===== src/rtl/ws2812cs_pkg.sv =====
// Package for the single-wire LED colour serialiser.
// Holds the timing register bundle, register indexes, colour codes and the colour table.
// No dependencies.
`default_nettype none

package ws2812cs_pkg;

  localparam int CFG_ADDR_W = 8;
  localparam int TICK_REG_W = 8;
  localparam int CODE_W     = 3;
  localparam int GRB_W      = 24;
  localparam int BIT_CNT_W  = 5;
  localparam int PIX_CNT_W  = 2;

  localparam logic [BIT_CNT_W-1:0] WORD_BITS = BIT_CNT_W'(GRB_W);

  // Register indexes on the configuration channel.
  localparam logic [CFG_ADDR_W-1:0] REG_ZERO_HIGH = 8'd0;
  localparam logic [CFG_ADDR_W-1:0] REG_ZERO_LOW  = 8'd1;
  localparam logic [CFG_ADDR_W-1:0] REG_ONE_HIGH  = 8'd2;
  localparam logic [CFG_ADDR_W-1:0] REG_ONE_LOW   = 8'd3;

  localparam logic [TICK_REG_W-1:0] RST_ZERO_HIGH = 8'd22;
  localparam logic [TICK_REG_W-1:0] RST_ZERO_LOW  = 8'd50;
  localparam logic [TICK_REG_W-1:0] RST_ONE_HIGH  = 8'd52;
  localparam logic [TICK_REG_W-1:0] RST_ONE_LOW   = 8'd22;

  localparam logic [CODE_W-1:0] COLOR_BLACK  = 3'd0;
  localparam logic [CODE_W-1:0] COLOR_RED    = 3'd1;
  localparam logic [CODE_W-1:0] COLOR_GREEN  = 3'd2;
  localparam logic [CODE_W-1:0] COLOR_BLUE   = 3'd3;
  localparam logic [CODE_W-1:0] COLOR_YELLOW = 3'd4;
  localparam logic [CODE_W-1:0] COLOR_PURPLE = 3'd5;
  localparam logic [CODE_W-1:0] COLOR_CYAN   = 3'd6;
  localparam logic [CODE_W-1:0] COLOR_WHITE  = 3'd7;

  typedef struct packed {
    logic [TICK_REG_W-1:0] zero_high;
    logic [TICK_REG_W-1:0] zero_low;
    logic [TICK_REG_W-1:0] one_high;
    logic [TICK_REG_W-1:0] one_low;
  } timing_t;

  // Colour code to green-red-blue word, green in the top byte.
  function automatic logic [GRB_W-1:0] grb_word(input logic [CODE_W-1:0] code);
    logic [GRB_W-1:0] w;
    unique case (code)
      COLOR_BLACK:  w = 24'h000000;
      COLOR_RED:    w = 24'h00FF00;
      COLOR_GREEN:  w = 24'hFF0000;
      COLOR_BLUE:   w = 24'h0000FF;
      COLOR_YELLOW: w = 24'hFFFF00;
      COLOR_PURPLE: w = 24'h00FFFF;
      COLOR_CYAN:   w = 24'hFF00FF;
      COLOR_WHITE:  w = 24'hFFFFFF;
      default:      w = 24'h000000;
    endcase
    return w;
  endfunction

endpackage

`default_nettype wire


===== src/rtl/ws2812_color_serializer.sv =====
// Single-wire LED colour serialiser, one line level per timing tick.
// Depends on ws2812cs_pkg and ws2812cs_cfg_regs.
//
// Usage: every transaction on the in_ channel is one timing tick. in_tuser
// flags a colour request and in_tdata carries its 3-bit colour code. For each
// tick one transaction leaves on the out_ channel with the line level, a busy
// flag and a flag for a request dropped because a frame was still going out.
// An idle request for a new colour starts a 24-bit green-red-blue frame (red
// is sent twice) on that same tick; each bit is high then low for the tick
// counts held in the four timing registers on the cfg_ channel.
// The result of an input transaction is registered and is shown in the cycle
// after it is taken; one tick is taken every cycle while the receiver does not
// stall, as the serialiser state and the result register update in the same
// clock edge. in_tready is high whenever the result register is empty or is
// being emptied, so a stalled receiver stalls the input one for one and no tick
// is lost. Timing registers should be written while no tick is pending.
// Reset (rst_n low, synchronous) empties the result register, idles the line,
// restores the default tick counts and sets the last colour to black.
`default_nettype none

module ws2812_color_serializer #(
  parameter int TICK_COUNT_WIDTH = 8
) (
  input  wire logic                               clk,
  input  wire logic                               rst_n,
  // Input ticks.
  input  wire logic                               in_tvalid,
  output logic                                    in_tready,
  input  wire logic [7:0]                         in_tdata,  // [2:0] color_code
  input  wire logic                               in_tuser,  // [0] req_valid
  // Results.
  output logic                                    out_tvalid,
  input  wire logic                               out_tready,
  output logic [7:0]                              out_tdata, // [0] line_level,
                                                             // [1] busy_res,
                                                             // [2] req_dropped
  // Configuration.
  input  wire logic                               cfg_valid,
  output logic                                    cfg_ready,
  input  wire logic [ws2812cs_pkg::CFG_ADDR_W-1:0] cfg_addr,
  input  wire logic [ws2812cs_pkg::TICK_REG_W-1:0] cfg_data
);

  localparam int TW = TICK_COUNT_WIDTH;
  // Duration width: holds both a register value and the cap 2^TW.
  localparam int DW = ((TW > ws2812cs_pkg::TICK_REG_W) ? TW : ws2812cs_pkg::TICK_REG_W) + 1;
  localparam logic [DW-1:0] DUR_CAP = DW'(1) << TW;

  ws2812cs_pkg::timing_t timing;

  ws2812cs_cfg_regs u_cfg (
    .clk       (clk),
    .rst_n     (rst_n),
    .cfg_valid (cfg_valid),
    .cfg_ready (cfg_ready),
    .cfg_addr  (cfg_addr),
    .cfg_data  (cfg_data),
    .timing    (timing)
  );

  // Serialiser state.
  logic [ws2812cs_pkg::CODE_W-1:0]    last_color_r, last_color_nxt;
  logic [ws2812cs_pkg::GRB_W-1:0]     shift_word_r, shift_word_nxt;
  logic [ws2812cs_pkg::BIT_CNT_W-1:0] bit_left_r, bit_left_nxt;
  logic [ws2812cs_pkg::PIX_CNT_W-1:0] pixels_left_r, pixels_left_nxt;
  logic                               low_phase_r, low_phase_nxt;
  logic [TW-1:0]                      phase_ticks_r, phase_ticks_nxt;
  logic                               sending_r, sending_nxt;

  // Result register.
  logic       out_valid_r, out_valid_nxt;
  logic [2:0] out_bits_r, out_bits_nxt;

  logic                             accept;
  logic                             req;
  logic [ws2812cs_pkg::CODE_W-1:0]  code;
  logic                             start;
  logic [ws2812cs_pkg::TICK_REG_W-1:0] reg_sel;
  logic [DW-1:0]                    dur;
  logic [DW-1:0]                    phase_inc;
  logic [ws2812cs_pkg::BIT_CNT_W-1:0] bit_dec;
  logic                             level, busy, dropped;

  assign in_tready = !out_valid_r || out_tready;
  assign accept    = in_tvalid && in_tready;
  assign req       = in_tuser;
  assign code      = in_tdata[ws2812cs_pkg::CODE_W-1:0];

  always_comb begin
    dropped = req && sending_r;
    start   = req && !sending_r && (code != last_color_r);

    // State as seen after the request of this tick has been taken.
    last_color_nxt  = start ? code : last_color_r;
    shift_word_nxt  = start ? ws2812cs_pkg::grb_word(code) : shift_word_r;
    bit_left_nxt    = start ? ws2812cs_pkg::WORD_BITS : bit_left_r;
    pixels_left_nxt = start ? ws2812cs_pkg::PIX_CNT_W'(code == ws2812cs_pkg::COLOR_RED)
                            : pixels_left_r;
    low_phase_nxt   = start ? 1'b0 : low_phase_r;
    phase_ticks_nxt = start ? '0 : phase_ticks_r;
    sending_nxt     = sending_r || start;

    if (low_phase_nxt) begin
      reg_sel = shift_word_nxt[ws2812cs_pkg::GRB_W-1] ? timing.one_low : timing.zero_low;
    end else begin
      reg_sel = shift_word_nxt[ws2812cs_pkg::GRB_W-1] ? timing.one_high : timing.zero_high;
    end
    // A count of zero means one tick; a count above the counter range is capped.
    dur = DW'(reg_sel);
    if (dur == '0) begin
      dur = DW'(1);
    end else if (dur > DUR_CAP) begin
      dur = DUR_CAP;
    end
    phase_inc = DW'(phase_ticks_nxt) + DW'(1);
    bit_dec   = (bit_left_nxt != '0) ? (bit_left_nxt - ws2812cs_pkg::BIT_CNT_W'(1))
                                     : bit_left_nxt;

    level = 1'b0;
    busy  = 1'b0;
    if (sending_nxt) begin
      busy  = 1'b1;
      level = !low_phase_nxt;
      if (phase_inc >= dur) begin
        phase_ticks_nxt = '0;
        if (!low_phase_nxt) begin
          low_phase_nxt = 1'b1;
        end else begin
          low_phase_nxt  = 1'b0;
          shift_word_nxt = {shift_word_nxt[ws2812cs_pkg::GRB_W-2:0], 1'b0};
          bit_left_nxt   = bit_dec;
          if (bit_dec == '0) begin
            if (pixels_left_nxt != '0) begin
              pixels_left_nxt = pixels_left_nxt - ws2812cs_pkg::PIX_CNT_W'(1);
              shift_word_nxt  = ws2812cs_pkg::grb_word(last_color_nxt);
              bit_left_nxt    = ws2812cs_pkg::WORD_BITS;
            end else begin
              sending_nxt = 1'b0;
            end
          end
        end
      end else begin
        // Cannot wrap: the phase ends before the count reaches 2^TW.
        phase_ticks_nxt = phase_ticks_nxt + TW'(1);
      end
    end

    out_valid_nxt = accept ? 1'b1 : (out_valid_r && !out_tready);
    out_bits_nxt  = accept ? {dropped, busy, level} : out_bits_r;
  end

  always_ff @(posedge clk) begin
    if (!rst_n) begin
      last_color_r  <= ws2812cs_pkg::COLOR_BLACK;
      shift_word_r  <= '0;
      bit_left_r    <= '0;
      pixels_left_r <= '0;
      low_phase_r   <= 1'b0;
      phase_ticks_r <= '0;
      sending_r     <= 1'b0;
      out_valid_r   <= 1'b0;
    end else begin
      out_valid_r <= out_valid_nxt;
      if (accept) begin
        last_color_r  <= last_color_nxt;
        shift_word_r  <= shift_word_nxt;
        bit_left_r    <= bit_left_nxt;
        pixels_left_r <= pixels_left_nxt;
        low_phase_r   <= low_phase_nxt;
        phase_ticks_r <= phase_ticks_nxt;
        sending_r     <= sending_nxt;
      end
    end
  end

  always_ff @(posedge clk) begin
    out_bits_r <= out_bits_nxt;
  end

  assign out_tvalid = out_valid_r;
  assign out_tdata  = {5'b0, out_bits_r};

endmodule

`default_nettype wire


===== src/rtl/ws2812cs_cfg_regs.sv =====
// Timing register file of the LED colour serialiser.
// Four 8-bit tick counts written over the configuration channel.
// Depends on ws2812cs_pkg.
`default_nettype none

module ws2812cs_cfg_regs (
  input  wire logic                               clk,
  input  wire logic                               rst_n,
  input  wire logic                               cfg_valid,
  output logic                                    cfg_ready,
  input  wire logic [ws2812cs_pkg::CFG_ADDR_W-1:0] cfg_addr,
  input  wire logic [ws2812cs_pkg::TICK_REG_W-1:0] cfg_data,
  output ws2812cs_pkg::timing_t                   timing
);

  ws2812cs_pkg::timing_t timing_r;
  ws2812cs_pkg::timing_t timing_nxt;

  assign cfg_ready = 1'b1;
  assign timing    = timing_r;

  always_comb begin
    timing_nxt = timing_r;
    if (cfg_valid) begin
      // Unknown indexes are ignored.
      priority case (cfg_addr)
        ws2812cs_pkg::REG_ZERO_HIGH: timing_nxt.zero_high = cfg_data;
        ws2812cs_pkg::REG_ZERO_LOW:  timing_nxt.zero_low  = cfg_data;
        ws2812cs_pkg::REG_ONE_HIGH:  timing_nxt.one_high  = cfg_data;
        ws2812cs_pkg::REG_ONE_LOW:   timing_nxt.one_low   = cfg_data;
        default: ;
      endcase
    end
  end

  always_ff @(posedge clk) begin
    if (!rst_n) begin
      timing_r.zero_high <= ws2812cs_pkg::RST_ZERO_HIGH;
      timing_r.zero_low  <= ws2812cs_pkg::RST_ZERO_LOW;
      timing_r.one_high  <= ws2812cs_pkg::RST_ONE_HIGH;
      timing_r.one_low   <= ws2812cs_pkg::RST_ONE_LOW;
    end else begin
      timing_r <= timing_nxt;
    end
  end

endmodule

`default_nettype wire


===== config.mk =====
export PLATFORM = sky130hd
export DESIGN_NAME = ws2812_color_serializer
export DESIGN_NICKNAME = d
export VERILOG_FILES = /design/src/rtl/ws2812cs_pkg.sv /design/src/rtl/ws2812_color_serializer.sv /design/src/rtl/ws2812cs_cfg_regs.sv
export SDC_FILE = /design/constraint.sdc
export NUM_CORES = 1
export LEC_CHECK = 0
export ABC_AREA = 1
export BUFFER_PORTS_ARGS = -buffer_cell sky130_fd_sc_hd__buf_2
export CAP_MARGIN = 20
export CELL_PAD_IN_SITES_DETAIL_PLACEMENT = 0
export CELL_PAD_IN_SITES_GLOBAL_PLACEMENT = 1
export CORE_MARGIN = 1
export CORE_UTILIZATION = 44
export CTS_BUF_LIST = sky130_fd_sc_hd__clkbuf_8
export CTS_CLUSTER_DIAMETER = 50
export DETAILED_ROUTE_END_ITERATION = 7
export PLACE_DENSITY = 0.79
export REMOVE_ABC_BUFFERS = 1
export SYNTH_ARGS = -nofsm -noshare
export SYNTH_HDL_FRONTEND = slang
export SYNTH_SLANG_ARGS = --single-unit

===== constraint.sdc =====
create_clock -name clk -period 4.4 [get_ports clk]
set_clock_uncertainty 0.2 [all_clocks]
set_input_delay 0.44 -clock clk [delete_from_list [all_inputs] [get_ports clk]]
set_output_delay 0.44 -clock clk [all_outputs]
set_load 0.005 [all_outputs]

# After elaboration in Yosys (flattened, before gate mapping)
# Memories as Yosys holds them, arrays and structs flattened.
# Cells that the tools add are included.
[classes]
n_mul = 0
n_bitwise = 0
eq_ne = 5
n_shift = 0
mux = 39
addsub = 4
magnitude_cmp = 2
div_mod_pow = 0
reduce_logical = 20
[ops]
columns = ["op", "n"]
rows = [
  ["24-bit two-way mux", 6],
  ["8-bit two-way mux", 6],
  ["5-bit two-way mux", 7],
  ["9-bit two-way mux", 2],
  ["8-bit by 2-bit equality test with 1-bit output (second input constant)", 2],
  ["8-bit logical NOT", 2],
  ["2-bit two-way mux", 6],
  ["1-bit two-way mux", 11],
  ["8-bit by 1-bit adder with 9-bit output (second input constant)", 1],
  ["9-bit greater-or-equal comparator", 1],
  ["8-bit by 9-bit greater-than comparator with 1-bit output (second input constant)", 1],
  ["8-bit by 1-bit adder with 8-bit output (second input constant)", 1],
  ["8-bit by 1-bit equality test with 1-bit output (second input constant)", 1],
  ["2-bit AND reduction", 4],
  ["1-bit logical AND", 5],
  ["5-bit logical NOT", 1],
  ["5-bit nonzero test", 1],
  ["5-bit by 1-bit subtractor with 5-bit output (second input constant)", 1],
  ["1-bit logical NOT", 4],
  ["3-bit by 1-bit equality test with 1-bit output (second input constant)", 1],
  ["3-bit two-way mux", 1],
  ["3-bit != test", 1],
  ["1-bit logical OR", 2],
  ["2-bit nonzero test", 1],
  ["2-bit by 1-bit subtractor with 2-bit output (second input constant)", 1],
]
[totals]
in_bits = 30
regBits = 80
romBits = 384
mem_count = 2
latchBits = 0
out_inout_bits = 11
mem_bits_rw = 0
word_cells = 86
[mem_list]
columns = ["memory", "depth", "width", "rd", "rd_ports_with_merged_regs", "write_ports", "line_no", "source"]
rows = [
  ["(name not given)", 8, 24, 1, 0, 0, "ws2812cs_pkg.sv:47", "unique case (code)"],
  ["(name not given)", 8, 24, 1, 0, 0, "ws2812cs_pkg.sv:47", ""],
]

# Depth between registers and ports, before layout
# Gate-level depths: netlist of run 1.
[logic_depth]
ltp_word = 12
mapped_depth = 29
ltp_nobuf = 28

# Modules after synthesis
# Synthesis of run 1 repeated with hierarchy kept, for this count alone.
[unflattened]
hier_cells = 760
area_unflattened_um2 = 5001.0
[by_module_without_submodules]
columns = ["module", "n_inst", "seq_area_each_um2", "area_per_inst_um2", "cells_per_inst"]
rows = [
  ["ws2812_color_serializer", 1, 991.0, 3603.5, 569],
  ["ws2812cs_cfg_regs", 1, 640.6, 1397.6, 191],
]

# Worst setup path after synthesis of run 1
# Ideal clock, no wire load.
[synth_timing]
kind = "in2reg"
from = "input port in_tdata[0]"
to = "register shift_word_r[6] (netlist name)"
path_buffers = 3
path_slack_ps = 390
setup_ps = 117
cell_stages = 28
arrival_time_ps = 3693
required_time_ps = 4083
path_cell_list = "inv_1 nand2_1 nand2_1 nand3_2 nand2_4 buf_6 clkinv_2 clkbuf_1 nor2_1 ha_1 inv_1 nor3_4 xor2_1 ha_1 a21o_1 nor2_1 o21ai_0 nand2_1 a21boi_0 nor3_1 nand2_4 nand2_2 inv_2 buf_4 nor2_1 nor2_1 a21oi_1 nor2_1"
[synth_between]
elab_chain_cells = 11
elab_cells_between_ends = 31
classes_between = "add/sub: 2; order compare: 2; eq/ne: 2; mux: 17; reduce/logical: 6; memory: 2"
[synth_lines]
columns = ["element", "line_no", "source"]
rows = [
  ["start, declared", "ws2812_color_serializer.sv:29", "input wire logic [7:0] in_tdata,"],
  ["branches (longest 10 deep; another with memory read 8 x 24 bit)", "--", ""],
  ["24-bit two-way mux (*)", "ws2812_color_serializer.sv:121", "if (sending_nxt) begin"],
  ["end signal, assigned", "ws2812_color_serializer.sv:166", "shift_word_r <= shift_word_nxt;"],
  ["end, declared", "ws2812_color_serializer.sv:63", "logic [ws2812cs_pkg::GRB_W-1:0] shift_word_r, shift_word_nxt;"],
]
# Mark *: on every way between the ends.
# A chain may end at the register's enable or synchronous reset.

# Final worst setup path of run 1
[layout_timing]
from = "register last_color_r[1] (netlist name)"
to = "register shift_word_r[7] (netlist name)"
[layout_between]
elab_chain_cells = 11
elab_cells_between_ends = 29
classes_between = "add/sub: 2; order compare: 2; eq/ne: 1; mux: 17; reduce/logical: 6; memory: 1"
[layout_lines]
columns = ["element", "line_no", "source"]
rows = [
  ["start, declared", "ws2812_color_serializer.sv:62", "logic [ws2812cs_pkg::CODE_W-1:0] last_color_r, last_color_nxt;"],
  ["start signal, assigned", "ws2812_color_serializer.sv:154", "last_color_r <= ws2812cs_pkg::COLOR_BLACK;"],
  ["start signal, assigned", "ws2812_color_serializer.sv:165", "last_color_r <= last_color_nxt;"],
  ["3-bit != test", "ws2812_color_serializer.sv:91", "start = req && !sending_r && (code != last_color_r);"],
  ["1-bit logical AND", "ws2812_color_serializer.sv:91", ""],
  ["24-bit two-way mux", "ws2812_color_serializer.sv:95", "shift_word_nxt = start ? ws2812cs_pkg::grb_word(code) : shift_word_r;"],
  ["8-bit two-way mux, on equally long branches", "ws2812_color_serializer.sv:106, ws2812_color_serializer.sv:104", ""],
  ["8-bit two-way mux", "ws2812_color_serializer.sv:103", "if (low_phase_nxt) begin"],
  ["8-bit by 9-bit greater-than comparator with 1-bit output", "ws2812_color_serializer.sv:112", "end else if (dur > DUR_CAP) begin"],
  ["9-bit two-way mux", "ws2812_color_serializer.sv:112", ""],
  ["9-bit two-way mux", "ws2812_color_serializer.sv:110", "if (dur == '0) begin"],
  ["9-bit greater-or-equal comparator", "ws2812_color_serializer.sv:124", "if (phase_inc >= dur) begin"],
  ["24-bit two-way mux", "ws2812_color_serializer.sv:124", ""],
  ["24-bit two-way mux (*)", "ws2812_color_serializer.sv:121", ""],
]
# Mark *: on every way between the ends. The rest lies on a longest branch, timed or not.

==> flow_metrics.py, run 1 <==
metrics = {
    "drt": {
        "viasPerCell": 5.30,
        "drc": 0,
        "drt_iter0_markers": 224,
        "postRouteWirelength_um": 12200,
        "num_vias": 4696,
        "firstDrtPassIters": 4,
        "ant_nets": 0,
        "wl_per_cell_um": 13.7,
    },
    "logic_synthesis": {
        "synth.most_common_cell": "nand2_1",
        "syn_area_sq_um": 4820,
        "ys_seq_elements": 80,
        "ys_types": 48,
        "synth_enable_flop_cells": 3,
        "yosysSeqAreaShare": 0.338,
        "avgSynthCellArea_sq_um": 6.63,
        "ys_warn_count": 0,
        "syn-instance-count": 728,
        "async_flop_share": 0,
        "synthTopCellsByArea": "dfxtp_1 32%, nand2_1 15%, o21ai_0 8.1%",
        "synth.largest_area_cell": "dfxtp_1",
        "synth_ff_type": "dfxtp_1",
        "synth_commonest_cells": "196 x nand2_1, 78 x o21ai_0, 77 x dfxtp_1",
        "synth_top_area_share": 0.320,
    },
    "pwr": {
        "power_density_nw_per_um2": 325,
        "ir_drop_mv": 0.191,
        "leakagePower_uw": 0.00236,
    },
    "final_layout": {
        "syn_to_final_growth_pct": 10.2,
        "fin_cells": 886,
        "drive_gt1_frac": 0.128,
        "final_nets": 787,
        "insertedDiodeCount": 0,
        "stdcell_area_sq_um": 5320,
    },
    "placement": {
        "place_inst": 871,
        "dp_hpwl_um": 8160,
        "place_area_sq_um": 5060,
        "gp_congestion": 0.807,
        "pre_cts_ws_ns": 0.0160,
        "port_buffers": 29,
    },
    "clocking": {
        "post_cts.repair.setup_buffers": 0,
        "clk_pin_slew_worst_paths_ns": 0.08,
        "clock-sinks": 80,
        "clockBufferDepth": 2,
        "numCtsBuffers": 9,
        "cts-root-buf": "clkbuf_8",
        "ctsHoldBuffers": 0,
        "htreeDepth": 3,
        "clock_latency_ns": 0.38,
        "cts_tree": "built",
    },
    "floorplan": {
        "pin_count": 41,
        "fp.dieArea_sq_um": 11400,
        "fp.dieW_um": 107,
        "start_util": 0.461,
        "coreArea_sq_um": 10500,
        "die_h_um": 107,
        "num_rows": 37,
    },
    "global_route": {
        "antenna_found_initial": 0,
        "grt_first_pass_wirelength_um": 20800,
        "first_global_vias": 4456,
        "grt_overflow": 0,
        "gr-usage-all-layers": 0.229,
        "grt_max_degree": 51,
    },
    "hold_path": {
        "hp-class": "input pin to flop",
    },
    "critical_path": {
        "arrival_ns": 4.02,
        "max_stage_delay_ns": 0.38,
        "end_kind": "flop",
        "crit_fanout": 9,
        "cpMostUsedCell": "nand2_1",
        "crit_path_start_kind": "flop",
        "crit_family": "simple AND/OR/NAND/NOR gates",
        "required_ns": 4.44,
        "worst-path-buf-inv": 4,
        "slowest_stage": "dfxtp_1",
        "worst-setup-path-type": "flop to flop",
    },
    "sta": {
        "max_slew_margin": 0.431,
        "worstMarginPinSlew_ns": 0.852,
        "finalHoldViolCount": 0,
        "rsz0062_at_grt": "no",
        "tns_ns": 0,
        "finalSetupViolCount": 0,
        "maxSlewViolCount": 0,
        "clock.fmax_mhz": 251,
        "setup_slack_ns": 0.416,
        "timing.final.crit_share": 0.905,
        "fin_crit_ns": 3.98,
    },
    "run_status": {
        "status": "completed",
    },
    "flow_run": {
        "maxCapViolCount": 0,
    },
}
==> through the flow <==
stage                     hold WS (ns)   util  total power, uW
final                            0.108  0.508             1730
after global routing             0.108  0.508             1830
after CTS                       0.0941  0.505             1740
after detailed placement         0.256  0.484             1120
after global placement           0.251  0.483             1110
after floorplan                  0.241      -             1020
==> power by group <==
part           internal (uW)  switching, uW  total (uW)
sequential               755           15.3         770
clock                    320            297         617
combinational            113            228         341
==> placed cells by master, fill, tap and decap left out, types with 2 or more instances in the layout <==
| master | Yosys | final |
|---|---|---|
| a21oi_1 | 61 | 61 |
| a31oi_1 | 13 | 13 |
| a32o_1 | 5 | 5 |
| buf_12 | 0 | 2 |
| buf_2 | 6 | 30 |
| buf_4 | 8 | 12 |
| bufinv_16 | 0 | 2 |
| clkbuf_8 | 0 | 9 |
| clkinv_4 | 0 | 2 |
| conb_1 | 2 | 6 |
| dfxtp_1 | 77 | 77 |
| edfxtp_1 | 3 | 3 |
| ha_1 | 11 | 11 |
| inv_1 | 62 | 62 |
| inv_2 | 8 | 7 |
| inv_6 | 0 | 2 |
| nand2_1 | 196 | 195 |
| nand2_2 | 7 | 7 |
| nand2_4 | 2 | 3 |
| nand3_1 | 18 | 18 |
| nand3_2 | 4 | 4 |
| nand3_4 | 2 | 2 |
| nand4_1 | 15 | 15 |
| nand4_2 | 2 | 2 |
| nor2_1 | 74 | 73 |
| nor2_4 | 1 | 3 |
| nor3_1 | 3 | 2 |
| o211ai_1 | 11 | 11 |
| o21ai_0 | 78 | 78 |
| o21ai_1 | 5 | 5 |
| o22a_1 | 2 | 2 |
| xor2_1 | 6 | 5 |
==> state kept, by name, summed over array words and instances, names as in the netlist <==
name	cells
shift_word_r	24
out_bits_r	3
low_phase_r	1
pixels_left_r	2
last_color_r	3
phase_ticks_r	8
u_cfg.timing	32
out_tvalid	1
sending_r	1
bit_left_r	5
==> tightest hold or removal path, stage by stage <==
cell and delay [ns]:
buf_2 0.10, inv_1 0.04, a21oi_1 0.06
==> path summary, 6_finish.rpt <==
kind | cells after the start | slack [ns] | to | startpoint
setup / recovery | 27 | 0.42 | shift_word_r[7] | last_color_r[1]
hold / removal | 3 | 0.11 | out_tvalid | in_tvalid
setup reg to reg | 27 | 0.42 | shift_word_r[7] | last_color_r[1]
hold reg to reg | 2 | 0.27 | shift_word_r[22] | shift_word_r[22]
==> timing repair <==
action,CTS,global route
endpoints found under the hold margin,0,0
endpoints found under the setup margin,0,25
gates resized for setup,0,10
==> area by class of cell <==
type                       count  area (sq um)
sequential                    80          1630
clock buffer                   9           124
tap                          136           170
fill                        1108          5150
multi-input combinational    540          2740
timing repair buffer          44           280
clock inverter                 6          93.8
inverter                      71           273
==> per-layer routing <==
layer,up-vias,share of wire,GRT usage
met5,-,0,0
met4,0,0.015,0.0910
met3,15,0.040,0.0340
met2,100,0.48,0.401
met1,2146,0.46,0.280
li1,2435,-,-
==> kinds of logic (layout without fill, tap and decap cells) <==
| family | Yosys count | after routing | share of synthesized area |
|---|---|---|---|
| buf+inv | 112 | 130 | 0.103 |
| fa+ha+maj | 12 | 12 | 0.0306 |
| simple gates | 332 | 332 | 0.301 |
| xor+xnor | 6 | 6 | 0.0109 |
| flops | 80 | 80 | 0.338 |
| other cells | 2 | 6 | 0.00156 |
| compound gates | 184 | 184 | 0.214 |
(Power assumes the default switching activity.)
==> inputs of run 2 (changes only) <==
clock period = 4.3 ns   (was 4.4 ns; I/O delays follow)
==> flow_metrics.py, run 2 (synthesis gave the netlist of run 1 again) <==
metrics = {
    "critical_path": {
        "cpMostUsedCell": "nand2_1",
        "ff2ff_setup_slack_ns": 0.40,
        "reg2reg_depth": 26,
        "crit_path_start_kind": "flop",
        "required_ns": 4.37,
        "crit_fanout": 20,
        "worst-setup-path-type": "flop to flop",
        "r2r-end": "pixels_left_r[1]",
        "worst-path-buf-inv": 5,
        "max_stage_delay_ns": 0.38,
        "cp.depth": 26,
        "slowest_stage": "dfxtp_1",
        "end_kind": "flop",
        "arrival_ns": 3.96,
        "rr_startpoint": "last_color_r[1]",
        "crit_family": "simple AND/OR/NAND/NOR gates",
        "crit_path_end": "pixels_left_r[1]",
        "critPathLaunch": "last_color_r[1]",
    },
    "pwr": {
        "swShare": 0.315,
        "p_comb_frac": 0.201,
        "power.share.clock": 0.357,
        "power_switching_uw": 563,
        "finalPower_uw": 1790,
        "p_seq_frac": 0.441,
        "power_density_nw_per_um2": 332,
        "leakagePower_uw": 0.00241,
        "power.internal_uw": 1230,
        "ir_drop_mv": 0.188,
    },
    "placement": {
        "dp_hpwl_um": 8450,
        "port_buffers": 29,
        "place_area_sq_um": 5090,
        "gp_congestion": 0.824,
    },
    "drt": {
        "routed.top_layer": "met4",
        "ant_nets": 0,
        "wl_per_cell_um": 14.1,
        "drc": 0,
        "firstDrtPassIters": 5,
        "drt_iter0_markers": 235,
        "route.met2.wl_um": 6200,
        "route.met3.wl_um": 451,
        "viasPerCell": 5.36,
        "num_vias": 4783,
        "met1Wirelength_um": 5760,
        "postRouteWirelength_um": 12600,
    },
    "floorplan": {
        "coreArea_sq_um": 10500,
        "die_h_um": 107,
        "pin_count": 41,
        "start_util": 0.461,
        "fp.dieArea_sq_um": 11400,
        "num_rows": 37,
        "fp.dieW_um": 107,
    },
    "clocking": {
        "ctsHoldBuffers": 0,
        "numCtsBuffers": 9,
        "clock_latency_ns": 0.36,
        "clk_pin_slew_worst_paths_ns": 0.09,
        "htreeDepth": 3,
        "cts_tree": "built",
        "clock-sinks": 80,
        "clockBufferDepth": 2,
        "cts-root-buf": "clkbuf_8",
    },
    "sta": {
        "clock.fmax_mhz": 257,
        "finalHoldViolCount": 0,
        "max_slew_margin": 0.384,
        "maxSlewViolCount": 0,
        "worstMarginPinSlew_ns": 0.924,
        "finalSetupViolCount": 0,
        "finalHoldWorstSlack_ns": 0.114,
        "fin_crit_ns": 3.90,
        "tns_ns": 0,
        "timing.final.crit_share": 0.906,
    },
    "global_route": {
        "gr-usage-all-layers": 0.232,
        "grt_overflow": 0,
        "antenna_found_initial": 0,
        "first_global_vias": 4488,
        "grt_max_degree": 41,
        "grt_first_pass_wirelength_um": 21200,
    },
    "run_status": {
        "status": "completed",
    },
    "final_layout": {
        "insertedDiodeCount": 0,
        "final_nets": 794,
        "n_fill_cell": 1117,
        "drive_gt1_frac": 0.136,
        "largest_reg_flops": 32,
        "final_cell_mix": "196 x nand2_1, 78 x o21ai_0, 77 x dfxtp_1",
        "final_core_util": 0.514,
        "stdcell_area_sq_um": 5380,
        "final_common_cell": "nand2_1",
        "syn_to_final_growth_pct": 11.6,
    },
    "hold_path": {
        "hp-class": "input pin to flop",
    },
    "flow_run": {
        "maxCapViolCount": 0,
    },
}
run 2: cell count changes in the layout (fill, tap and decap cells not counted), sizes merged:
cell	previous run	this run
buf	44	50
clkinv	3	1
inv	71	73
clkbuf	9	10
run 2: repair_timing:
item,in CTS,in global routing
setup endpoints to repair,0,37
gates resized for setup,0,12
buffers inserted,0,3
run 2: per-stage QoR:
step	cells	setup slack, ns
6_report	893	0.404
2_1_floorplan	691	0.0564
3_5_place_dp	874	-0.0720
5_1_grt	893	-0.00948
4_1_cts	889	0.102
3_3_place_gp	874	-0.0201
run 2: worst register-to-register path: cells and delay by family, from the launching register on:
| family | cells | cell delay (ns) |
|---|---|---|
| simple gates | 16 | 1.55 |
| flops | 1 | 0.38 |
| compound gates | 4 | 0.74 |
| fa+ha+maj | 1 | 0.18 |
| buf+inv | 5 | 0.74 |
run 2: area by class of cell:
class | instances | area (sq um) | area share
Clock buffer | 9 | 124 | 0.0230
Tap cell | 136 | 170 | 0.0316
Inverter | 71 | 277 | 0.0514
Timing Repair Buffer | 51 | 353 | 0.0656
Sequential cell | 80 | 1630 | 0.303
Multi-Input combinational cell | 540 | 2740 | 0.508
Clock inverter | 6 | 91.3 | 0.0170
run 2: metal layers:
metal,track usage,vias up
met5,0,-
met4,0.0763,0
met3,0.0377,14
met2,0.407,93
met1,0.288,2224
li1,-,2452
run 2: power by group through the flow:
stage	logic, uW	clock network, uW	registers [uW]
3_3_place_gp	339	0	805
6_report	360	639	789
4_1_cts	347	653	789
5_1_grt	409	683	793
2_1_floorplan	238	0	802
3_5_place_dp	346	0	806
run 2: worst min path at each step:
stage                             to  slack (ns)  depth (start not counted)              from
floorplan           u_cfg.timing[12]        0.24                          2  u_cfg.timing[12]
global placement     shift_word_r[7]        0.25                          2   shift_word_r[7]
detailed placement   shift_word_r[5]        0.26                          2   shift_word_r[5]
CTS                       out_tvalid         0.1                          3         in_tvalid
global route              out_tvalid        0.11                          3         in_tvalid
finish                    out_tvalid        0.11                          3         in_tvalid
